<file path="src/sv/ecp_pkg.sv">
// ----------------------------------------------------------------------------
// ecp_pkg
// Shared constants, types and arithmetic step functions for the 1D Euler
// conserved-to-primitive converter.
// ----------------------------------------------------------------------------
`default_nettype none

package ecp_pkg;

  // Pipelined divider: dividend width (one quotient bit per stage), divisor width
  localparam int DIV_N = 65;
  localparam int DIV_D = 63;

  // Pipelined square root: radicand width and root width (one root bit per stage)
  localparam int SQ_W = 62;
  localparam int SQ_N = 31;

  // Configuration port address width
  localparam int CFG_AW = 3;

  localparam logic [31:0] POS_MAX   = 32'h7fff_ffff;
  localparam logic [31:0] NEG_MAX   = 32'h8000_0000;
  localparam logic [17:0] GAMMA_RST = 18'd91750;
  localparam logic [30:0] RGAS_RST  = 31'd65536;
  localparam logic [18:0] ONE_Q16   = 19'd65536;

  // Register indexes, decoded from the word address bit
  localparam logic REG_GAMMA = 1'b0;
  localparam logic REG_RGAS  = 1'b1;

  typedef enum logic [1:0] {
    ST_OK      = 2'd0,
    ST_BAD_RHO = 2'd1,
    ST_BAD_P   = 2'd2
  } status_t;

  // Per-cell sideband that travels alongside the arithmetic units.
  typedef struct packed {
    logic        v;
    logic        bad_rho;
    logic        last;
    logic        uneg;
    logic        pneg;
    logic        ppos;
    logic        snd_sat;
    logic [31:0] rho;
    logic [31:0] ene;
    logic [31:0] vel;
    logic [31:0] umag;
    logic [31:0] pres;
    logic [30:0] temp;
    logic [30:0] snd;
  } sb_t;

  typedef struct packed {
    logic [DIV_D-1:0] rem;
    logic [DIV_N-1:0] acc;
  } div_st_t;

  typedef struct packed {
    logic [SQ_W-1:0] x;
    logic [SQ_W:0]   res;
  } sq_st_t;

  // One restoring division step: the dividend shifts out of acc at the top
  // while quotient bits shift in at the bottom.
  function automatic div_st_t div_step(input logic [DIV_D-1:0] rem,
                                       input logic [DIV_N-1:0] acc,
                                       input logic [DIV_D-1:0] dvs);
    logic [DIV_D:0] trial;
    div_st_t        r;
    trial = {rem, acc[DIV_N-1]};
    if (trial >= {1'b0, dvs}) begin
      r.rem = DIV_D'(trial - {1'b0, dvs});
      r.acc = {acc[DIV_N-2:0], 1'b1};
    end else begin
      r.rem = trial[DIV_D-1:0];
      r.acc = {acc[DIV_N-2:0], 1'b0};
    end
    return r;
  endfunction

  // One digit-by-digit square root step for the given bit weight.
  function automatic sq_st_t sqrt_step(input logic [SQ_W-1:0] x,
                                       input logic [SQ_W:0]   res,
                                       input logic [SQ_W:0]   bitv);
    logic [SQ_W:0] sum;
    sq_st_t        r;
    sum = res + bitv;
    if ({1'b0, x} >= sum) begin
      r.x   = SQ_W'({1'b0, x} - sum);
      r.res = (res >> 1) + bitv;
    end else begin
      r.x   = x;
      r.res = res >> 1;
    end
    return r;
  endfunction

  // Signed 32-bit saturation from sign and magnitude.
  function automatic logic [31:0] sat_s32(input logic neg, input logic [64:0] mag);
    logic [31:0] r;
    if (neg) begin
      if (mag >= 65'(NEG_MAX)) begin
        r = NEG_MAX;
      end else begin
        r = 32'd0 - mag[31:0];
      end
    end else begin
      if (mag > 65'(POS_MAX)) begin
        r = POS_MAX;
      end else begin
        r = mag[31:0];
      end
    end
    return r;
  endfunction

endpackage

`default_nettype wire

</file>
<file path="src/sv/ecp_sqrt.sv">
// ----------------------------------------------------------------------------
// ecp_sqrt
// Fully pipelined integer square root, one root bit per stage, truncating.
// ----------------------------------------------------------------------------
`default_nettype none

module ecp_sqrt (
  input  wire logic                       clk,
  input  wire logic [ecp_pkg::SQ_W-1:0]   rad,
  output logic      [ecp_pkg::SQ_N-1:0]   root
);

  ecp_pkg::sq_st_t st_r [ecp_pkg::SQ_N];

  // Stage s handles bit weight 4^(SQ_N-1-s); the radicand is below 4^SQ_N.
  always_ff @(posedge clk) begin
    st_r[0] <= ecp_pkg::sqrt_step(rad, '0,
                 (ecp_pkg::SQ_W+1)'(1) << (ecp_pkg::SQ_W - 2));
    for (int s = 1; s < ecp_pkg::SQ_N; s++) begin
      st_r[s] <= ecp_pkg::sqrt_step(st_r[s-1].x, st_r[s-1].res,
                   (ecp_pkg::SQ_W+1)'(1) << (ecp_pkg::SQ_W - 2 - 2*s));
    end
  end

  assign root = st_r[ecp_pkg::SQ_N-1].res[ecp_pkg::SQ_N-1:0];

endmodule

`default_nettype wire

</file>
<file path="config.mk">
export PLATFORM = sky130hd
export DESIGN_NAME = ecp_sqrt
export DESIGN_NICKNAME = d
export VERILOG_FILES = /design/src/sv/ecp_pkg.sv /design/src/sv/ecp_sqrt.sv
export SDC_FILE = /design/constraint.sdc
export NUM_CORES = 2
export LEC_CHECK = 0
export BUFFER_PORTS_ARGS = -buffer_cell sky130_fd_sc_hd__buf_2
export CORE_ASPECT_RATIO = 1.1
export CORE_MARGIN = 1.5
export CORE_UTILIZATION = 39
export DETAILED_ROUTE_END_ITERATION = 6
export HOLD_SLACK_MARGIN = 0.12
export SYNTH_ARGS = -nofsm -noshare
export SYNTH_HDL_FRONTEND = slang
export SYNTH_SLANG_ARGS = --single-unit
</file>
<file path="constraint.sdc">
create_clock -name clk -period 7.6 [get_ports clk]
set_input_delay 0.38 -clock clk [delete_from_list [all_inputs] [get_ports clk]]
set_output_delay 0.38 -clock clk [all_outputs]
set_load 0.01 [all_outputs]
</file>
==> impl_metrics.env <==
export IMPL_cp_required_ns=8.41
export IMPL_yosys_top_cells_count="2356 x dfxtp_1, 631 x inv_1, 581 x a21oi_1"
export IMPL_clkPwrFrac_pct=29.8
export IMPL_cts_root_buf="clkbuf_16"
export IMPL_critPathLaunchType="flip-flop"
export IMPL_syn_num_nets=9624
export IMPL_top_register="st_r"
export IMPL_vias=65060
export IMPL_relSlewSlack_pct=8.714
export IMPL_synth_top_area_share_pct=52.57
export IMPL_ant_nets=0
export IMPL_cts_setup_buffers=0
export IMPL_dieHeight_microns=506.0
export IMPL_die_area_sq_um=232900
export IMPL_crit_arrival_ns=5.23
export IMPL_dp_hpwl_microns=187000
export IMPL_first_pass_iters=7
export IMPL_layout_worst_path_cycle_share_pct=58.07
export IMPL_viasPerCell=5.181
export IMPL_drive_gt1_share_pct=6.865
export IMPL_fin_tns_setup_ns=0
export IMPL_setup_viol_count_final=0
export IMPL_synth_area_sq_um=89710
export IMPL_p_leak_uw=0.04626
export IMPL_drt_iter0_markers=4572
export IMPL_clk_latency_ns=0.90
export IMPL_yosys_area_top_type="dfxtp_1"
export IMPL_max_freq_ghz=0.2266
export IMPL_slew_viol_final=0
export IMPL_hold_buffers=124
export IMPL_largest_reg_flops=2356
export IMPL_drv_cap=0
export IMPL_grt_antenna_before_repair=16
export IMPL_synthCells=9036
export IMPL_grt_ovfl_total=0
export IMPL_final_nets=9878
export IMPL_ir_drop_v=0.0002469
export IMPL_syn_mean_instance_area_sq_um=9.928
export IMPL_coreArea_sq_um=228600
export IMPL_min_delay_path_class="flip-flop to flip-flop"
export IMPL_clock_path_buffers=3
export IMPL_grt_max_degree=59
export IMPL_synthFlopType="dfxtp_1"
export IMPL_numCtsBuffers=225
export IMPL_drc=5
export IMPL_hold_path_cell_count=0
export IMPL_yosysMostFrequentCell="dfxtp_1"
export IMPL_path_clk_slew_ns=0.06
export IMPL_post_route_min_period_ns=4.413
export IMPL_rsz0062_at_grt="no"
export IMPL_switching_share_pct=33.31
export IMPL_ctsResizeCount=0
export IMPL_fin_worst_skew_ns=0.08403
export IMPL_cts_max_level=4
export IMPL_synth_edf_count=0
export IMPL_rr_worst_depth=12
export IMPL_async_reset_ff_share_pct=0
export IMPL_io_buffer_count=93
export IMPL_synth_warnings=0
export IMPL_gp_congestion=0.9154
export IMPL_rows=184
export IMPL_violations="design-rule violations"
export IMPL_finalHoldViolCount=0
export IMPL_cts_sinks=2356
export IMPL_internal_power_uw=26550
export IMPL_comb_power_share_pct=25.3
export IMPL_die_w_microns=460.3
export IMPL_utilization_pct=44.95
export IMPL_grt_pass1_wl_microns=368200
export IMPL_ys_seq_elements=2356
export IMPL_status="complete, but fails checks"
export IMPL_syn2layout_area_growth_pct=14.53
export IMPL_avgRoutedWirePerCell_microns=18.99
export IMPL_max_slew_worst_pin_slew_ns=1.335
export IMPL_path_class="flip-flop to flip-flop"
export IMPL_critPathMaxFanout=6
export IMPL_io_pin_count=94
export IMPL_grt_usage_pct=20.05
export IMPL_synth_area_leaders="dfxtp_1 53%, ha_1 7.3%, xnor2_1 4.3%"
export IMPL_power_switching_uw=13260
export IMPL_power_frac_seq_pct=44.9
export IMPL_reg_top3="st_r x2356"
export IMPL_ys_seq_area_share_pct=52.57
export IMPL_wl_microns=238500
export IMPL_start_util_pct=39.24
export IMPL_grt_pass1_vias=64920
export IMPL_crit_path_end_kind="flip-flop"
export IMPL_p_per_area_nw_per_um2=387.5
export IMPL_synthDistinctLibCells=87
export IMPL_cts_tree="done"
## power groups by stage
stage          clock [uW]  sequential (uW)  combinational (uW)
2_1_floorplan           0            16900                7730
3_3_place_gp            0            18100                9750
3_5_place_dp            0            18200                9880
4_1_cts             12100            17900               10000
5_1_grt             12600            18200               11200
6_report            11900            17900               10100
## per-layer routing
metal / track usage (%) / vias up / routed length [microns] / part of all wire [%]
met2: 35.48 / 1467 / 117700 / 49
met5: 0 / - / 13 / 0.0055
li1: - / 32070 / - / -
met4: 6.954 / 2 / 7709 / 3.2
met1: 24.72 / 31110 / 102500 / 43
met3: 2.828 / 408 / 10490 / 4.4
## kinds of logic (layout without fill, tap and decap cells)
logic type               Yosys count  count (layout)  share of synthesized area (%)
AO/OA/AOI/OAI                   1732            1732                          11.90
XOR/XNOR                         817             817                          7.976
adder cells (fa/ha/maj)          525             525                          7.322
buffers and inverters            852            1299                          3.704
flip-flops                      2356            2356                          52.57
multiplexers                      80              80                         0.9846
other                              0               5                              0
AND/OR/NAND/NOR                 2674            2674                          15.54
## final timing paths
path                 startpoint             to  slack, ns
setup / recovery  st_r[1][1504]  st_r[1][1739]       3.19
setup reg to reg  st_r[1][1504]  st_r[1][1739]       3.19
hold / removal     st_r[1][939]  st_r[1][1064]       0.30
hold reg to reg    st_r[1][939]  st_r[1][1064]       0.30
## critical path, stage by stage, from the launching register on
cell and delay (ns):
dfxtp_1 0.38, inv_1 0.07, ha_1 0.46, o21a_1 0.18, o22ai_1 0.40, a21oi_1 0.21, o21ai_0 0.80, a2111oi_0 0.28
buf_4 0.23, o21ai_0 0.47, nand4b_1 0.35, nor4_1 0.32, xor2_1 0.16
## cells in the final DEF (no fill, tap or decap), drive strengths merged, types with 107 or more instances in the layout
cell / netlist / final
xor2: 373 / 373
nand2b: 110 / 110
ha: 525 / 525
a21oi: 581 / 581
or3: 107 / 107
clkbuf: 169 / 308
nand4: 153 / 153
nor3: 276 / 276
dlygate4sd3: 0 / 124
nor2: 575 / 575
inv: 633 / 639
xnor2: 444 / 444
nor4: 322 / 322
nand3: 178 / 178
nand2: 535 / 535
o21ai: 429 / 429
buf: 49 / 121
a21o: 226 / 226
dfxtp: 2356 / 2356
## layout make-up
cell class | instances | area [sq um]
clock buffer | 308 | 6392
fill | 21410 | 125900
clock inverter | 112 | 1754
multi-input combinational | 5828 | 39290
antenna | 5 | 12.51
timing repair buffer | 245 | 1917
tap | 3069 | 3840
sequential | 2356 | 47170
inverter | 634 | 2380
## through the flow
step	setup slack [ns]	area (sq um)	cells	hold WS, ns	total power (uW)
2_1_floorplan	4.215	89710	9036	0.3224	24590
3_3_place_gp	3.366	93350	12010	0.3298	27900
3_5_place_dp	3.358	93350	12010	0.3325	28040
4_1_cts	3.324	102700	12550	0.2343	40020
5_1_grt	2.924	102700	12550	0.2995	42010
6_report	3.187	102800	12560	0.2989	39810
Power figures use the tool's default switching activity.
