## src/sv/ecp_pkg.sv

```systemverilog
// ----------------------------------------------------------------------------
// ecp_pkg
// Shared constants, types and arithmetic step functions for the 1D Euler
// conserved-to-primitive converter.
// ----------------------------------------------------------------------------
`default_nettype none

package ecp_pkg;

  // Pipelined divider: dividend width (one quotient bit per stage), divisor width
  localparam int DIV_N = 65;
  localparam int DIV_D = 63;

  // Pipelined square root: radicand width and root width (one root bit per stage)
  localparam int SQ_W = 62;
  localparam int SQ_N = 31;

  // Configuration port address width
  localparam int CFG_AW = 3;

  localparam logic [31:0] POS_MAX   = 32'h7fff_ffff;
  localparam logic [31:0] NEG_MAX   = 32'h8000_0000;
  localparam logic [17:0] GAMMA_RST = 18'd91750;
  localparam logic [30:0] RGAS_RST  = 31'd65536;
  localparam logic [18:0] ONE_Q16   = 19'd65536;

  // Register indexes, decoded from the word address bit
  localparam logic REG_GAMMA = 1'b0;
  localparam logic REG_RGAS  = 1'b1;

  typedef enum logic [1:0] {
    ST_OK      = 2'd0,
    ST_BAD_RHO = 2'd1,
    ST_BAD_P   = 2'd2
  } status_t;

  // Per-cell sideband that travels alongside the arithmetic units.
  typedef struct packed {
    logic        v;
    logic        bad_rho;
    logic        last;
    logic        uneg;
    logic        pneg;
    logic        ppos;
    logic        snd_sat;
    logic [31:0] rho;
    logic [31:0] ene;
    logic [31:0] vel;
    logic [31:0] umag;
    logic [31:0] pres;
    logic [30:0] temp;
    logic [30:0] snd;
  } sb_t;

  typedef struct packed {
    logic [DIV_D-1:0] rem;
    logic [DIV_N-1:0] acc;
  } div_st_t;

  typedef struct packed {
    logic [SQ_W-1:0] x;
    logic [SQ_W:0]   res;
  } sq_st_t;

  // One restoring division step: the dividend shifts out of acc at the top
  // while quotient bits shift in at the bottom.
  function automatic div_st_t div_step(input logic [DIV_D-1:0] rem,
                                       input logic [DIV_N-1:0] acc,
                                       input logic [DIV_D-1:0] dvs);
    logic [DIV_D:0] trial;
    div_st_t        r;
    trial = {rem, acc[DIV_N-1]};
    if (trial >= {1'b0, dvs}) begin
      r.rem = DIV_D'(trial - {1'b0, dvs});
      r.acc = {acc[DIV_N-2:0], 1'b1};
    end else begin
      r.rem = trial[DIV_D-1:0];
      r.acc = {acc[DIV_N-2:0], 1'b0};
    end
    return r;
  endfunction

  // One digit-by-digit square root step for the given bit weight.
  function automatic sq_st_t sqrt_step(input logic [SQ_W-1:0] x,
                                       input logic [SQ_W:0]   res,
                                       input logic [SQ_W:0]   bitv);
    logic [SQ_W:0] sum;
    sq_st_t        r;
    sum = res + bitv;
    if ({1'b0, x} >= sum) begin
      r.x   = SQ_W'({1'b0, x} - sum);
      r.res = (res >> 1) + bitv;
    end else begin
      r.x   = x;
      r.res = res >> 1;
    end
    return r;
  endfunction

  // Signed 32-bit saturation from sign and magnitude.
  function automatic logic [31:0] sat_s32(input logic neg, input logic [64:0] mag);
    logic [31:0] r;
    if (neg) begin
      if (mag >= 65'(NEG_MAX)) begin
        r = NEG_MAX;
      end else begin
        r = 32'd0 - mag[31:0];
      end
    end else begin
      if (mag > 65'(POS_MAX)) begin
        r = POS_MAX;
      end else begin
        r = mag[31:0];
      end
    end
    return r;
  endfunction

endpackage

`default_nettype wire

```

## src/sv/ecp_cfg.sv

```systemverilog
// ----------------------------------------------------------------------------
// ecp_cfg
// APB-style register file holding gamma and the gas constant.
// ----------------------------------------------------------------------------
`default_nettype none

module ecp_cfg (
  input  wire logic                        clk,
  input  wire logic                        rst_n,
  input  wire logic                        psel,
  input  wire logic                        penable,
  input  wire logic                        pwrite,
  input  wire logic [ecp_pkg::CFG_AW-1:0]  paddr,
  input  wire logic [31:0]                 pwdata,
  output logic      [31:0]                 prdata,
  output logic                             pready,
  output logic      [17:0]                 gamma,
  output logic      [30:0]                 rgas
);

  logic [17:0] gamma_r, gamma_nxt;
  logic [30:0] rgas_r, rgas_nxt;
  logic        wr_en;

  assign wr_en  = psel & penable & pwrite;
  assign pready = 1'b1;

  always_comb begin
    gamma_nxt = gamma_r;
    rgas_nxt  = rgas_r;
    if (wr_en) begin
      case (paddr[2])
        ecp_pkg::REG_GAMMA: gamma_nxt = pwdata[17:0];
        ecp_pkg::REG_RGAS:  rgas_nxt  = pwdata[30:0];
        default: ;
      endcase
    end
  end

  always_ff @(posedge clk) begin
    if (!rst_n) begin
      gamma_r <= ecp_pkg::GAMMA_RST;
      rgas_r  <= ecp_pkg::RGAS_RST;
    end else begin
      gamma_r <= gamma_nxt;
      rgas_r  <= rgas_nxt;
    end
  end

  always_comb begin
    case (paddr[2])
      ecp_pkg::REG_GAMMA: prdata = {14'd0, gamma_r};
      ecp_pkg::REG_RGAS:  prdata = {1'b0, rgas_r};
      default:            prdata = '0;
    endcase
  end

  assign gamma = gamma_r;
  assign rgas  = rgas_r;

endmodule

`default_nettype wire

```

## config.mk

```make
export PLATFORM = sky130hd
export DESIGN_NAME = ecp_cfg
export DESIGN_NICKNAME = d
export VERILOG_FILES = /design/src/sv/ecp_pkg.sv /design/src/sv/ecp_cfg.sv
export SDC_FILE = /design/constraint.sdc
export NUM_CORES = 1
export LEC_CHECK = 0
export BUFFER_PORTS_ARGS = -buffer_cell sky130_fd_sc_hd__buf_2
export CAP_MARGIN = 20
export CORE_MARGIN = 2
export CORE_UTILIZATION = 25
export DETAILED_ROUTE_END_ITERATION = 7
export HOLD_SLACK_MARGIN = 0.1
export SLEW_MARGIN = 20
export SYNTH_ARGS = -nofsm -noshare
export SYNTH_HDL_FRONTEND = slang
export SYNTH_SLANG_ARGS = --single-unit
```

## constraint.sdc

```tcl
create_clock -name clk -period 1.3 [get_ports clk]
set_clock_uncertainty 0.1 [all_clocks]
set_input_delay 0.195 -clock clk [delete_from_list [all_inputs] [get_ports clk]]
set_output_delay 0.195 -clock clk [all_outputs]
set_load 0.03 [all_outputs]
```

==> results of run 1 <==
## metal layers
layer	global-route usage, %	part of all wire [%]	wire length [microns]	vias up
li1	-	-	-	1126
met1	13.8	42	2770	1042
met2	23.6	51	3390	72
met3	3.76	6.1	407	7
met4	3.79	1.1	73	0
met5	0	0	0	-
## timing repair
item | 4_1_cts | 5_1_grt
buffers inserted | 22 | 3
hold buffers | 31 | 0
endpoints found under the setup margin | 18 | 29
endpoints found under the hold margin | 49 | 0
gates resized for setup | 84 | 22
## through the flow
stage          instance area [sq um]  utilization [%]  cells  hold slack (ns)  setup TNS, ns
2_1_floorplan                   2310                -    244            0.237              0
3_3_place_gp                    3060             33.6    460            0.346         -0.412
3_5_place_dp                    3060             33.6    460            0.349         -0.610
4_1_cts                         3840             42.2    521            0.140         -0.926
5_1_grt                         3910             42.9    524            0.150          -1.35
6_report                        3910             42.9    524            0.149         -0.644
## worst max-delay path, cell delays in order (launching register included)
cell	delay [ns]
dfxtp_2	0.34
mux2_2	0.28
buf_6	0.14
## cell families after synthesis
| group | count (synthesis) |
|---|---|
| simple gates | 105 |
| other cells | 2 |
| mux | 67 |
| buf+inv | 21 |
| flops | 49 |
## cell type report
cell class | count | area [sq um] | share of cell area, %
timing repair buffer | 182 | 1380 | 35.4
multi-input combinational | 174 | 1250 | 32.0
sequential | 49 | 1030 | 26.5
tap | 111 | 139 | 3.55
clock buffer | 7 | 96.3 | 2.47
clock inverter | 1 | 5.00 | 0.128
## flip-flops by register name, summed over array words and instances, names as in the netlist
register and count:
gamma 18, rgas 31
## worst paths after layout
kind / start / endpoint / slack [ns] / cells after the start
worst max register to register: gamma[13] / gamma[13] / 0.46 / 3
worst min register to register: gamma[3] / gamma[3] / 0.36 / 2
worst max-delay path: rgas[16] / prdata[16] / -0.06 / 2
worst min-delay path: rst_n / rgas[11] / 0.15 / 3
## power groups by stage
stage | clock [mW] | sequential, mW | combinational [mW]
final | 0.998 | 1.56 | 0.655
after floorplan | 0 | 1.65 | 0.263
after detailed placement | 0 | 1.59 | 0.501
after global routing | 1.11 | 1.56 | 0.699
after CTS | 1.06 | 1.56 | 0.649
after global placement | 0 | 1.59 | 0.494
## cells in the final DEF (no fill, tap or decap), types with 2 or more instances in the layout
cell type      count
buf_4             29
dfxtp_1            6
buf_2             87
and2_1            13
conb_1             2
dfxtp_2           43
nor2b_1           19
clkbuf_8           7
clkbuf_4          10
buf_12             7
mux2_2             3
dlygate4sd3_1     31
mux2_4            15
mux2i_1           49
nand2_1           69
buf_6             18
==> metrics.txt, run 1 <==
status=complete, but fails checks; failing checks=setup timing; full die area=10000 sq um; Syn Inst Count=244; sequential cell area fraction in the yosys report=42.4%; leading cell types by count after synthesis=nand2_1, dfxtp_1, mux2i_1; H-tree depth=2; adder-cell share of the synthesized area=0%; least setup slack across all paths after layout=-0.0561 ns; global-route wire length before repair=10.1 mm; worst hold path class=primary input to flop; switching component of the power=869 uW; Pwr Total=3.21 mW; top post-synthesis cells by area=dfxtp_1, mux2i_1, nand2_1; most common cell in the synthesized netlist=nand2_1; violation count after the first detailed-routing iteration=54; share of the synthesized area in compound gates (AO/OA/AOI/OAI)=0%; RSZ-0062 raised after global routing=true; share of Yosys cell area claimed by the top area cell type=42.4%; Bufs on Longest Clock Path=2; global placement routability congestion=0.676; Leak Pwr=1.85 nW; TritonCTS Sinks=49; mean instance size in the synthesized netlist=9.48 sq um; Core Region=9110 sq um; hold violation total from the final report=0; Critical Path Start Type=flop; Clock power frac=31.1%; Max Cap Violations=0; total via count after detailed routing=2247; layout cells sized above 1=53.5%; CP arrival=1.06 ns; cell row count=35; Post-synth EDFFs=0; horizontal die dimension=100 microns; Net Sw Frac=27.1%; DRC violation count after routing=0; clock insertion delay at the later pin of the skew report=0.30 ns; wire length reported by the detailed router=6.64 mm; peak ir drop on the vdd network=0.000487 V; input/output buffers=116; maximum number of pins on one net before global-route repair=43; warnings from Yosys=0; top-level port count=122; antenna violations before repair=0; Crit path required time=1.00 ns; CTS tree=built; diode count=0; combinational family with the most area after synthesis=multiplexers; final number of setup-violating endpoints=18; global-route usage over all layers=12.7%; via-per-instance ratio=4.29; clock-pin transition on the worst setup and hold timing paths=0.09 ns; number of global-route vias before repair=2179; vertical die dimension=100 microns; post-synth design cell area=2310 sq um; sum of overflow across all layers after global routing=0; cell area power density=822 nW/um^2; antenna violation net count after detailed routing=0; number of detailed-routing iterations run before antenna repair=4; net count reported at finish=452; relative contribution of sequential cells to total power=48.5%; starting density of the core=25.4%; Yosys reg bits=49; number of pins exceeding their max-slew limit in the final report=0; combinational cell fraction of total power=20.4%; post-synth cell types=16; peak clock frequency supported by timing=737 MHz; worst-path fanout max=3; number of fillers in the final layout=864; Internal=2.34 mW; clock tree root buffer cell=clkbuf_8; share of synthesized flip-flops with an asynchronous set or reset=0%; multiplexer share of the synthesized area=30.0%; primary flip-flop cell chosen by synthesis mapping=dfxtp_1; cell type contributing the most total cell area after synthesis=dfxtp_1; clock buffer count from CTS=5; post-route fraction of the period consumed by the critical path=104%; setup slack at placement=-0.0427 ns; xor/xnor share of the synthesized area=0%; share of synthesized cell area in and, or, nand and nor gates=21.3%; class of the most critical setup path=flop to output port; area growth from synthesis to final layout=68.9%; Syn Nets=284; detail-routed net length per standard cell=12.7 microns; minimum clock period after layout=1.36 ns; Worst Setup End Kind=output port; DP HPWL=4.07 mm
No activity file was read; power rests on OpenSTA's default activity.
==> inputs of run 2 (changes only) <==
- RECOVER_POWER: not set -> 25
==> run 2 against run 1 <==
The run still ends with setup timing left. Hold slack is essentially flat. Die area is the same. Final cell count is the same. Register-to-register slack lost 0.02 ns. Wire length is essentially flat. Cell area shrank 1.2%. Total power shrank 0.27%. Critical path type is now primary input to output port. Highest routed layer unchanged.
==> metrics.txt, run 2 (synthesized netlist as in run 1, its figures left out) <==
status=complete, but fails checks; failing checks=setup timing; area growth from synthesis to final layout=66.9%; worst min-delay path startpoint=rst_n; minimum clock period after layout=1.36 ns; Pwr Total=3.20 mW; wire length reported by the detailed router=6.64 mm; net count reported at finish=452; antenna violation net count after detailed routing=0; final number of setup-violating endpoints=18; number of detailed-routing iterations run before antenna repair=4; global-route usage over all layers=12.7%; Non-Filler Instances=524; detail-routed net length per standard cell=12.7 microns; most frequent cells in the layout=buf_2, nand2_1, mux2i_1, dfxtp_2, dlygate4sd3_1; Core Region=9110 sq um; Bufs on Longest Clock Path=2; worst-path fanout max=14; peak ir drop on the vdd network=0.000486 V; Worst Setup End Kind=output port; CTS tree=built; input/output buffers=116; number of cells on the worst hold path=3; violation count after the first detailed-routing iteration=53; DP HPWL=4.07 mm; flip-flop count of the largest register, all copies and words added=31; cell area power density=829 nW/um^2; horizontal die dimension=100 microns; Worst-Margin Slew=0.538 ns; top-level port count=122; total area of multi-input combinational cells=1250 sq um; DRC violation count after routing=0; clock tree root buffer cell=clkbuf_8; starting density of the core=25.4%; TritonCTS Sinks=49; hold violation total from the final report=0; Leak Pwr=1.84 nW; r2r worst-path depth=3; headroom to the max-slew limit=64.1%; global placement routability congestion=0.676; clock buffer count from CTS=5; global-route wire length before repair=10.1 mm; CP arrival=1.06 ns; Critical Path Start Type=primary input; worst hold path class=primary input to flop; R2R Path Start=gamma[13]; vertical die dimension=100 microns; antenna violations before repair=0; class of the most critical setup path=primary input to output port; least setup slack across all paths after layout=-0.0595 ns; leading cell type in the layout, fill and taps excluded=buf_2; number of fillers in the final layout=870; post-route fraction of the period consumed by the critical path=105%; number of pins exceeding their max-slew limit in the final report=0; cell row count=35; sum of overflow across all layers after global routing=0; peak clock frequency supported by timing=736 MHz; terminus of the critical flop-to-flop path=gamma[13]; placed insts=460; clock insertion delay at the later pin of the skew report=0.30 ns; Crit path required time=1.00 ns; clock-pin transition on the worst setup and hold timing paths=0.09 ns; worst min-delay path endpoint=rgas[11]; layout cells sized above 1=53.3%; RSZ-0062 raised after global routing=true; register area=1030 sq um; full die area=10000 sq um; via-per-instance ratio=4.29; diode count=0; H-tree depth=2; number of global-route vias before repair=2179; maximum number of pins on one net before global-route repair=43; Max Cap Violations=0; R2R Setup Slk=0.44 ns; total via count after detailed routing=2248
==> run 2: layout make-up <==
cell class	count	share of cell area (%)
clock buffer	7	2.50
multi-input combinational	174	32.4
clock inverter	1	0.130
tap	111	3.60
timing repair buffer	182	34.6
sequential	49	26.8
==> run 2: timing repair <==
action / in CTS / in global routing
hold endpoints to repair: 49 / 0
hold buffers: 31 / 0
buffers inserted: 22 / 3
resized for setup: 84 / 22
pin swaps: 0 / 0
setup endpoints to repair: 18 / 29
==> run 2: worst max-delay path: stages <==
cell and delay, ns:
clkbuf_2 0.17, buf_12 0.19, mux2_2 0.36, buf_6 0.14
==> run 2: worst max-delay path by stage <==
stage | from | to | slack, ns
after detailed placement | paddr[2] | prdata[6] | -0.04
final | paddr[2] | prdata[16] | -0.06
after floorplan | paddr[2] | prdata[10] | 0.06
after CTS | gamma[16] | prdata[16] | -0.06
after global placement | paddr[2] | prdata[14] | -0.03
after global routing | gamma[16] | prdata[16] | -0.09
==> run 2: metrics by stage <==
step / TNS (ns) / hold WS [ns] / setup slack, ns / area [sq um] / util (%)
2_1_floorplan: 0 / 0.237 / 0.0640 / 2310 / -
6_report: -0.656 / 0.149 / -0.0595 / 3860 / 42.4
3_5_place_dp: -0.610 / 0.349 / -0.0427 / 3060 / 33.6
5_1_grt: -1.36 / 0.150 / -0.0944 / 3860 / 42.4
4_1_cts: -0.926 / 0.140 / -0.0611 / 3840 / 42.2
3_3_place_gp: -0.412 / 0.346 / -0.0326 / 3060 / 33.6
==> run 2: power breakdown <==
group	switching, mW	leakage (nW)	internal, mW	total [mW]
clock network	0.516	0.0542	0.482	0.998
registers	0.0204	0.408	1.54	1.56
logic	0.331	1.38	0.315	0.646
total	0.868	1.84	2.33	3.20
==> run 2: layer usage <==
layer  wire length [microns]  share of wire (%)  global-route usage (%)  up-vias
met5                       0                  0                       0        -
met4                      73                1.1                    3.79        0
met3                     407                6.1                    3.76        7
met2                    3380                 51                    23.6       72
met1                    2780                 42                    13.8     1043
li1                        -                  -                       -     1126
==> inputs of run 3 (changes only) <==
--- a/config.mk
+++ b/config.mk
@@ -7,3 +7,3 @@
 export LEC_CHECK = 0
-export BUFFER_PORTS_ARGS = -buffer_cell sky130_fd_sc_hd__buf_2
+export BUFFER_PORTS_ARGS = -buffer_cell sky130_fd_sc_hd__clkbuf_2
 export CAP_MARGIN = 20
==> constraint.sdc (replaced) <==
create_clock -name clk -period 1.3 [get_ports clk]
set_clock_uncertainty 0.1 [all_clocks]
set_input_delay 0.13 -clock clk [delete_from_list [all_inputs] [get_ports clk]]
set_output_delay 0.13 -clock clk [all_outputs]
set_load 0.03 [all_outputs]
==> run 3 against run 2 <==
The run now ends clean. Total power grew 6.0%. Critical path depth is 2 lower. Via count grew 1.5%. Global-route usage grew 0.70 points. Clock power is 16% higher. Sequential cell count unchanged. Largest cell class unchanged.
==> metrics.txt, run 3 (synthesized netlist as in run 1, its figures left out) <==
Slowest cell on crit path=dfxtp_2; number of pins exceeding their max-slew limit in the final report=0; relative contribution of sequential cells to total power=45.9%; via-per-instance ratio=4.29; CP Depth=2; Finished Core Util=43.4%; number of fillers in the final layout=877; worst-path fanout max=3; number of global-route vias before repair=2292; Critical path buffers and inverters=1; wire length reported by the detailed router=6.81 mm; Internal=2.50 mW; Critical Path Start Type=flop; worst hold path class=primary input to flop; status=completed; dpl cell area=3050 sq um; headroom to the max-slew limit=62.7%; net count reported at finish=460; register area=1020 sq um; vertical die dimension=100 microns; Net Sw Frac=26.5%; CP arrival=1.07 ns; RSZ-0062 raised after global routing=true; most frequent cells in the layout=clkbuf_2, nand2_1, mux2i_1, buf_4, dfxtp_2; violation count after the first detailed-routing iteration=36; Pwr Total=3.39 mW; number of detailed-routing iterations run before antenna repair=3; post-route fraction of the period consumed by the critical path=99.7%; area growth from synthesis to final layout=70.9%; flip-flop count of the largest register, all copies and words added=31; clock insertion delay at the later pin of the skew report=0.29 ns; peak clock frequency supported by timing=771 MHz; clock tree root buffer cell=clkbuf_8; CTS tree=built; minimum clock period after layout=1.30 ns; combinational cell fraction of total power=19.9%; global-route usage over all layers=13.4%; Bufs on Longest Clock Path=2; switching component of the power=899 uW; capture point of the worst path=prdata[15]; Max Cap Violations=0; final number of setup-violating endpoints=0; peak ir drop on the vdd network=0.000409 V; total via count after detailed routing=2282; antenna violation net count after detailed routing=0; startpoint of the worst setup timing path=gamma[15]; r2r worst-path depth=3; input/output buffers=116; global placement routability congestion=0.679; R2R Path Start=gamma[2]; maximum number of pins on one net before global-route repair=52; full die area=10000 sq um; DRC violation count after routing=0; total area of multi-input combinational cells=1250 sq um; leading cell type in the layout, fill and taps excluded=clkbuf_2; critical-path cell list=mux2_4, buf_8; Crit path required time=1.07 ns; H-tree depth=2; clock buffer count from CTS=5; terminus of the critical flop-to-flop path=gamma[2]; starting density of the core=25.4%; Clock power frac=34.3%; Slowest Stage Delay on Critical Path=0.34 ns; Core Region=9110 sq um; sum of overflow across all layers after global routing=0; horizontal die dimension=100 microns; Worst-Margin Slew=0.559 ns; detail-routed net length per standard cell=12.8 microns; cell class contributing the biggest share of worst-path delay=flip-flops; class of the most critical setup path=flop to output port; TritonCTS Sinks=49; Worst Setup End Kind=output port; Non-Filler Instances=532; clock-pin transition on the worst setup and hold timing paths=0.10 ns; area of all placed cells without fillers=3950 sq um; cell area power density=859 nW/um^2; hold violation total from the final report=0; Leak Pwr=1.87 nW; antenna violations before repair=0; accumulated negative setup slack=0 ns; placed insts=460; DP HPWL=4.02 mm; layout cells sized above 1=51.5%; cell row count=35; top-level port count=122; diode count=0; R2R Setup Slk=0.42 ns; global-route wire length before repair=10.7 mm
run 3: cell types whose count changed in the layout (fill, tap and decap cells not counted), sizes merged:
cell	delta
buf	-78
bufinv	+1
clkbuf	+85
clkinv	-1
clkinvlp	+1
run 3: repair_timing:
item	CTS	global route
hold endpoints to repair	49	0
hold buffers	31	0
gates resized for setup	72	33
buffers inserted	31	2
pin swaps	0	0
endpoints found under the setup margin	18	19
run 3: worst min path at each step:
stage | startpoint | endpoint | slack, ns | depth (start not counted)
5_1_grt | rst_n | rgas[17] | 0.19 | 4
3_3_place_gp | pwdata[22] | rgas[22] | 0.26 | 3
3_5_place_dp | pwdata[20] | rgas[20] | 0.27 | 3
4_1_cts | penable | rgas[4] | 0.18 | 4
6_report | rst_n | rgas[17] | 0.19 | 4
2_1_floorplan | pwdata[14] | rgas[14] | 0.17 | 2
run 3: through the flow:
| step | setup slack [ns] | hold WS (ns) |
|---|---|---|
| floorplan | 0.194 | 0.172 |
| global placement | 0.0620 | 0.264 |
| detailed placement | 0.0516 | 0.269 |
| CTS | -0.0116 | 0.177 |
| global route | -0.0449 | 0.189 |
| finish | 0.00342 | 0.188 |
run 3: tightest hold or removal path, stage by stage:
cell	delay, ns
clkbuf_2	0.11
buf_12	0.18
nand2_1	0.08
mux2i_1	0.05
run 3: cell type report:
class | count | share of cell area, %
clock buffers | 6 | 2.09
multi-input cells | 174 | 31.6
clock inverters | 2 | 0.949
repair buffers | 190 | 36.0
well taps | 111 | 3.51
flip-flops and latches | 49 | 25.9
run 3: power groups by stage:
stage	Combinational [mW]	Clock [mW]	Sequential (mW)
2_1_floorplan	0.263	0	1.65
3_3_place_gp	0.488	0	1.59
3_5_place_dp	0.494	0	1.59
4_1_cts	0.648	1.23	1.56
5_1_grt	0.722	1.30	1.56
6_report	0.674	1.16	1.56
run 3: metal layers:
metal / GRT usage (%) / vias to the layer above / part of all wire [%]
met3: 3.62 / 6 / 5.3
met4: 3.27 / 0 / 0.76
met1: 14.1 / 1063 / 42
met5: 0 / - / 0
li1: - / 1143 / -
met2: 26.0 / 70 / 52
